### src/rtl/dsv_pkg.sv
package dsv_pkg;

    localparam int CH_W    = 8;
    localparam int DAY_W   = 7;
    localparam int MONTH_W = 7;
    localparam int YEAR_W  = 14;
    localparam int POS_W   = 4;

    localparam logic [CH_W-1:0]  CH_DOT   = 8'h2E;
    localparam logic [CH_W-1:0]  CH_ZERO  = 8'h30;
    localparam logic [CH_W-1:0]  CH_NINE  = 8'h39;

    localparam logic [POS_W-1:0] POS_DAY_END   = 4'd2;   // dot slot after day
    localparam logic [POS_W-1:0] POS_MONTH_END = 4'd5;   // dot slot after month
    localparam logic [POS_W-1:0] POS_YY_LO     = 4'd8;   // first low-year digit
    localparam logic [POS_W-1:0] STRING_LEN    = 4'd10;
    localparam logic [POS_W-1:0] POS_SAT       = 4'd11;

    localparam logic [MONTH_W-1:0] MONTH_FEB = 7'd2;
    localparam logic [MONTH_W-1:0] MONTH_MAX = 7'd12;
    localparam logic [YEAR_W-1:0]  YEAR_MAX  = 14'd9999;

    // Accumulated string state; also carried to the date checker.
    typedef struct packed {
        logic [POS_W-1:0]   position;
        logic               format_error;
        logic [DAY_W-1:0]   day_acc;
        logic [MONTH_W-1:0] month_acc;
        logic [YEAR_W-1:0]  year_acc;
        logic [1:0]         cc_mod4;   // century digits mod 4
        logic [1:0]         yy_mod4;   // low two year digits mod 4
        logic               yy_nz;     // low two year digits not both zero
    } scan_state_t;

    // Month length, Gregorian; zero for months that do not exist.
    function automatic logic [DAY_W-1:0] month_length(
        input logic [MONTH_W-1:0] m,
        input logic               leap
    );
        logic [DAY_W-1:0] len;
        len = '0;
        case (m)
            7'd1, 7'd3, 7'd5, 7'd7, 7'd8, 7'd10, 7'd12: len = 7'd31;
            7'd4, 7'd6, 7'd9, 7'd11:                    len = 7'd30;
            MONTH_FEB:                                  len = leap ? 7'd29 : 7'd28;
            default:                                    len = '0;
        endcase
        return len;
    endfunction

endpackage

### src/rtl/date_string_validator.sv
// Date string validator, DD.MM.YYYY.
// Input channel (in_valid/in_ready): one ASCII character per beat in ch,
// with last set on the final character of a string.
// Output channel (out_valid/out_ready): one beat per string, issued for the
// beat that carried last: valid_res plus the parsed day, month and year.
// Fields are zero when valid_res is low.
// Path: a character lands in the input register on acceptance and is
// scanned combinationally from there; for a last beat the verdict is
// loaded into the result register when the input register passes the beat
// on, which a held result can delay; out_valid comes from the result register.
// Throughput: one character per cycle while no last character waits behind a
// held result, set by the combinational scan and check logic between the registers.
// Stall: while the result register holds an untaken beat, a pending last
// character waits in the input register; other characters keep flowing.
// in_ready drops only when the input register holds such a waiting beat.
// Reset: rst_n clears the string position, flags and accumulators and
// empties both registers; the next character starts a new string.
module date_string_validator (
    input  logic                        clk,
    input  logic                        rst_n,
    input  logic                        in_valid,
    output logic                        in_ready,
    input  logic [dsv_pkg::CH_W-1:0]    ch,
    input  logic                        last,
    output logic                        out_valid,
    input  logic                        out_ready,
    output logic                        valid_res,
    output logic [dsv_pkg::DAY_W-1:0]   day,
    output logic [dsv_pkg::MONTH_W-1:0] month,
    output logic [dsv_pkg::YEAR_W-1:0]  year
);

    // Input register
    logic                     s1_valid_reg;
    logic [dsv_pkg::CH_W-1:0] ch_reg;
    logic                     last_reg;

    // Result register
    logic                        res_valid_reg;
    logic                        ok_reg;
    logic [dsv_pkg::DAY_W-1:0]   day_reg;
    logic [dsv_pkg::MONTH_W-1:0] month_reg;
    logic [dsv_pkg::YEAR_W-1:0]  year_reg;

    logic in_fire;
    logic out_free;
    logic s1_fire;
    logic res_load;

    dsv_pkg::scan_state_t        state_next;
    logic                        ok_next;
    logic [dsv_pkg::DAY_W-1:0]   day_next;
    logic [dsv_pkg::MONTH_W-1:0] month_next;
    logic [dsv_pkg::YEAR_W-1:0]  year_next;

    assign out_free = !res_valid_reg || out_ready;
    // non-last beats never need the result slot
    assign s1_fire  = s1_valid_reg && (!last_reg || out_free);
    assign res_load = s1_fire && last_reg;
    assign in_ready = !s1_valid_reg || s1_fire;
    assign in_fire  = in_valid && in_ready;

    always_ff @(posedge clk or negedge rst_n)
    begin
        if (!rst_n)
        begin
            s1_valid_reg <= 1'b0;
        end
        else if (in_ready)
        begin
            s1_valid_reg <= in_valid;
        end
    end

    always_ff @(posedge clk)
    begin
        if (in_fire)
        begin
            ch_reg   <= ch;
            last_reg <= last;
        end
    end

    dsv_scan u_scan (
        .clk        (clk),
        .rst_n      (rst_n),
        .fire       (s1_fire),
        .ch         (ch_reg),
        .last       (last_reg),
        .state_next (state_next)
    );

    dsv_check u_check (
        .st    (state_next),
        .ok    (ok_next),
        .day   (day_next),
        .month (month_next),
        .year  (year_next)
    );

    always_ff @(posedge clk or negedge rst_n)
    begin
        if (!rst_n)
        begin
            res_valid_reg <= 1'b0;
        end
        else if (out_free)
        begin
            res_valid_reg <= res_load;
        end
    end

    always_ff @(posedge clk)
    begin
        if (res_load)
        begin
            ok_reg    <= ok_next;
            day_reg   <= day_next;
            month_reg <= month_next;
            year_reg  <= year_next;
        end
    end

    assign out_valid = res_valid_reg;
    assign valid_res = ok_reg;
    assign day       = day_reg;
    assign month     = month_reg;
    assign year      = year_reg;

    // A held result must not be overwritten by a waiting last beat.
    assert property (@(posedge clk) disable iff (!rst_n)
        (res_valid_reg && !out_ready) |-> !res_load)
        else $error("result overwritten while stalled");

    // An invalid verdict carries zero fields.
    assert property (@(posedge clk) disable iff (!rst_n)
        (res_valid_reg && !ok_reg) |-> (day_reg == '0 && month_reg == '0
                                        && year_reg == '0))
        else $error("invalid verdict with nonzero fields");

    // A valid verdict is within calendar bounds.
    assert property (@(posedge clk) disable iff (!rst_n)
        (res_valid_reg && ok_reg) |-> (day_reg != '0 && day_reg <= 7'd31
            && month_reg != '0 && month_reg <= dsv_pkg::MONTH_MAX
            && year_reg != '0 && year_reg <= dsv_pkg::YEAR_MAX))
        else $error("valid verdict out of range");

    // A waiting input beat holds its character until scanned.
    assert property (@(posedge clk) disable iff (!rst_n)
        (s1_valid_reg && !s1_fire) |=> (s1_valid_reg && $stable(ch_reg)
                                         && $stable(last_reg)))
        else $error("input register lost a waiting beat");

endmodule

### src/rtl/dsv_scan.sv
module dsv_scan (
    input  logic                      clk,
    input  logic                      rst_n,
    input  logic                      fire,
    input  logic [dsv_pkg::CH_W-1:0]  ch,
    input  logic                      last,
    output dsv_pkg::scan_state_t      state_next
);

    dsv_pkg::scan_state_t state_reg;
    dsv_pkg::scan_state_t upd;

    logic       is_digit;
    logic [3:0] dv;
    logic [dsv_pkg::POS_W-1:0] p;

    assign p        = state_reg.position;
    assign is_digit = (ch >= dsv_pkg::CH_ZERO) && (ch <= dsv_pkg::CH_NINE);
    assign dv       = is_digit ? 4'(ch - dsv_pkg::CH_ZERO) : 4'd0;

    always_comb
    begin
        upd = state_reg;
        if (p >= dsv_pkg::STRING_LEN)
        begin
            upd.format_error = 1'b1;
        end
        else if ((p == dsv_pkg::POS_DAY_END) || (p == dsv_pkg::POS_MONTH_END))
        begin
            if (ch != dsv_pkg::CH_DOT)
            begin
                upd.format_error = 1'b1;
            end
        end
        else if (!is_digit)
        begin
            upd.format_error = 1'b1;
        end
        else if (p < dsv_pkg::POS_DAY_END)
        begin
            upd.day_acc = 7'({state_reg.day_acc, 3'b000})
                        + 7'({state_reg.day_acc, 1'b0}) + 7'(dv);
        end
        else if (p < dsv_pkg::POS_MONTH_END)
        begin
            upd.month_acc = 7'({state_reg.month_acc, 3'b000})
                          + 7'({state_reg.month_acc, 1'b0}) + 7'(dv);
        end
        else
        begin
            upd.year_acc = 14'({state_reg.year_acc, 3'b000})
                         + 14'({state_reg.year_acc, 1'b0}) + 14'(dv);
            // x*10 + d == 2x + d (mod 4)
            if (p < dsv_pkg::POS_YY_LO)
            begin
                upd.cc_mod4 = {state_reg.cc_mod4[0], 1'b0} + dv[1:0];
            end
            else
            begin
                upd.yy_mod4 = {state_reg.yy_mod4[0], 1'b0} + dv[1:0];
                upd.yy_nz   = state_reg.yy_nz | (dv != 4'd0);
            end
        end
        if (p < dsv_pkg::POS_SAT)
        begin
            upd.position = p + 4'd1;
        end
    end

    assign state_next = upd;

    always_ff @(posedge clk or negedge rst_n)
    begin
        if (!rst_n)
        begin
            state_reg <= '0;
        end
        else if (fire)
        begin
            state_reg <= last ? '0 : upd;
        end
    end

endmodule

### src/rtl/dsv_check.sv
module dsv_check (
    input  dsv_pkg::scan_state_t        st,
    output logic                        ok,
    output logic [dsv_pkg::DAY_W-1:0]   day,
    output logic [dsv_pkg::MONTH_W-1:0] month,
    output logic [dsv_pkg::YEAR_W-1:0]  year
);

    logic                      leap;
    logic [dsv_pkg::DAY_W-1:0] mlen;

    // Divisible by 4 and (not by 100, or by 400): with YY == 00 the
    // year is a multiple of 400 exactly when CC is a multiple of 4.
    assign leap = st.yy_nz ? (st.yy_mod4 == 2'd0) : (st.cc_mod4 == 2'd0);
    assign mlen = dsv_pkg::month_length(st.month_acc, leap);

    assign ok = !st.format_error
             && (st.position == dsv_pkg::STRING_LEN)
             && (st.year_acc != '0) && (st.year_acc <= dsv_pkg::YEAR_MAX)
             && (st.month_acc != '0) && (st.month_acc <= dsv_pkg::MONTH_MAX)
             && (st.day_acc != '0) && (st.day_acc <= mlen);

    assign day   = ok ? st.day_acc   : '0;
    assign month = ok ? st.month_acc : '0;
    assign year  = ok ? st.year_acc  : '0;

endmodule

### config.mk
export PLATFORM = sky130hd
export DESIGN_NAME = date_string_validator
export DESIGN_NICKNAME = d
export VERILOG_FILES = /design/src/rtl/dsv_pkg.sv /design/src/rtl/date_string_validator.sv /design/src/rtl/dsv_scan.sv /design/src/rtl/dsv_check.sv
export SDC_FILE = /design/constraint.sdc
export NUM_CORES = 1
export LEC_CHECK = 0
export BUFFER_PORTS_ARGS = -buffer_cell sky130_fd_sc_hd__buf_2
export CAP_MARGIN = 0
export CORE_MARGIN = 10
export CORE_UTILIZATION = 61
export DETAILED_ROUTE_END_ITERATION = 12
export PLACE_DENSITY = 0.85
export SLEW_MARGIN = 20
export SYNTH_ARGS = -nofsm -noshare
export SYNTH_HDL_FRONTEND = slang
export SYNTH_SLANG_ARGS = --single-unit
### constraint.sdc
create_clock -name clk -period 7.1 [get_ports clk]
set_clock_uncertainty 0.1 [all_clocks]
set_input_delay 0.71 -clock clk [delete_from_list [all_inputs] [get_ports clk]]
set_output_delay 0.71 -clock clk [all_outputs]
set_load 0.01 [all_outputs]
==> results.cfg <==
[worst_setup_path]
criticalPathCategory = flop to flop
crit_start = ch_reg[1]
r2r_slack_ns = 1.55
crit_buf_inv = 0
cpLargestDelayFamily = compound AO/OA/AOI/OAI gates
cpMaxStageDelayCell = or4_4
r2r_end = year[3]
cp.arrival_ns = 5.65
worstSetupEndpointType = flop
cp-endpoint = year[3]
crit_required_ns = 7.21
slowest_delay_ns = 0.51
cp_cell_sequence = o21ai_2 > and3_1 > xor2_1 > ha_1 > fa_1 > a21o_1 > a21oi_1 > xnor2_1 > and2b_1 > nand3_1 > o41ai_1 > nand3_1 > ha_1 > nor2b_1 > o21a_1 > o21a_1 > o21ai_0 > a22oi_1 > or4_4 > o21bai_4 > a211oi_2
critical_path_cell_count = 21
reg2reg_from = ch_reg[1]
reg2regPathDepth = 21
cp-start-kind = flop
path_max_fanout = 13

[run_status]
status = complete, no violations

[cts]
clock-sinks = 78
cts-buffers-inserted = 9
cts_tree = done
cts.reportedPaths.clkPinSlew_ns = 0.09
cts_max_path_buffers = 2
ctsHoldBuffers = 0
htree_levels = 3
root_buffer = clkbuf_8
cts_setup_buffers = 0
worstSkewPairLatency_ns = 0.36
cts_resized = 0

[logic_synthesis]
synthArstFlopShare = 0.513
postSynthCellCount = 502
synth_edf_count = 38
synth_area_leader_cell = edfxtp_1
synthFlopType = dfrtp_1
yosysMostFrequentCell = nand2_1
syn_area_um2 = 5130
ys_seq_area_frac = 0.417
netlist.area_leader.share = 0.222
yosys_register_bits = 78
synth.area.top_cells = edfxtp_1 22%, dfrtp_1 20%, ha_1 12%
yosysWarnings = 0
synth_common_cells = 56 x nand2_1, 50 x ha_1, 40 x dfrtp_1
ys_types = 68
syn_area_per_cell_um2 = 10.2

[global_route]
antenna_found_initial = 0
grt_pass1_vias = 4009
grtUsageTotal = 0.189
grt_pass1_wl_um = 19600
grt_overflow = 0
grt_max_degree = 41

[timing]
post-route-min-period_ns = 5.55
fin_setup_tns_ns = 0
final-hold-violation-count = 0
tightest_slew_ns = 0.968
finalSetupViolations = 0
rsz0062_at_grt = false
max_freq_ghz = 0.180
slew_violations = 0
fin_crit_sh = 0.781
relSlewSlack = 0.353

[routing]
wl_um = 11900
vias = 4110
drt_iter0_drc = 283
dr.pass1.iters = 4
wl_per_cell_um = 18.1
drc_errors = 0
ant_nets = 0
detail_route.vias_per_cell = 6.28

[placement]
gp_congestion = 0.889
dpl.hpwl_um = 8640
numPortBuffers = 43
placed_area_um2 = 5420

[power]
ir_drop_uv = 130
cellPowerDensity_nw_per_um2 = 171
finalPower_mw = 0.968
p_leak_nw = 2.57

[run]
cap_violations = 0

[floorplanning]
die_y_um = 112
num_rows = 33
ios = 44
die_w_um = 112
coreArea_um2 = 8220
die-area_um2 = 12500
start_util = 0.625

[final_layout]
final_nets = 610
drive_gt1_frac = 0.157
areaGrowthSynthToFinish_pct = 10.3
largest_reg_flops = 34
fin_util = 0.689
multi_input_area_um2 = 2840
antenna_cells = 0
finalInstanceArea_um2 = 5660
seqCellArea_um2 = 2140
nFillCells = 625

[worst_hold_path]
hold_class = input pin to asynchronous set/reset pin
==> metal layers <==
layer	track usage	share of wire	routed length [um]
met2	0.305	0.47	5600
met4	0.0617	0.014	170
met1	0.243	0.45	5340
met5	0	0	0
met3	0.0446	0.064	754
==> cells in the final DEF, fill, tap and decap left out, types with 7 or more instances in the layout <==
cell,count
nand2_1,56
ha_1,50
buf_2,43
dfrtp_1,40
o21ai_0,39
edfxtp_1,38
nor2_1,28
a21oi_1,19
nor3_1,17
inv_1,17
xnor2_1,12
xor2_1,12
mux2i_1,11
a21o_1,10
clkbuf_8,10
a31oi_1,8
and3_1,7
o211ai_1,7
==> worst min-delay path by stage <==
stage,startpoint,endpoint,slack [ns],depth (start not counted)
2_1_floorplan,rst_n,out_valid,0.31,0
3_3_place_gp,u_scan.state_reg[32],u_scan.state_reg[32],0.36,2
3_5_place_dp,u_scan.state_reg[32],u_scan.state_reg[32],0.38,2
4_1_cts,u_scan.state_reg[32],u_scan.state_reg[32],0.40,2
5_1_grt,ch[0],ch_reg[0],0.42,1
6_report,rst_n,u_scan.state_reg[14],0.40,1
==> power breakdown <==
part           switching, mW  internal (mW)
Clock                  0.173          0.204
Sequential            0.0179          0.490
Combinational         0.0530         0.0293
==> final cells by class <==
type,instances,share of cell area
tap,105,0.0232
clock buffer,13,0.0376
timing repair buffer,46,0.0420
clock inverter,3,0.00464
sequential,78,0.379
inverter,18,0.0119
multi-input combinational,391,0.502
==> per-stage QoR <==
step | cells | setup slack, ns | hold WS [ns]
global placement | 638 | 1.82 | 0.359
CTS | 654 | 1.60 | 0.397
global route | 654 | 1.16 | 0.416
finish | 654 | 1.55 | 0.396
detailed placement | 638 | 1.64 | 0.378
floorplan | 506 | 2.15 | 0.314
==> kinds of logic after synthesis <==
family	share of synthesized area
DFF	0.417
and+or+nand+nor	0.161
buffers and inverters	0.0319
other	0.000731
muxes	0.0302
AOI/OAI and AO/OA	0.184
adders and majority gates	0.134
xor gates and xnor gates	0.0410
No activity file was read; power rests on OpenSTA's default activity.
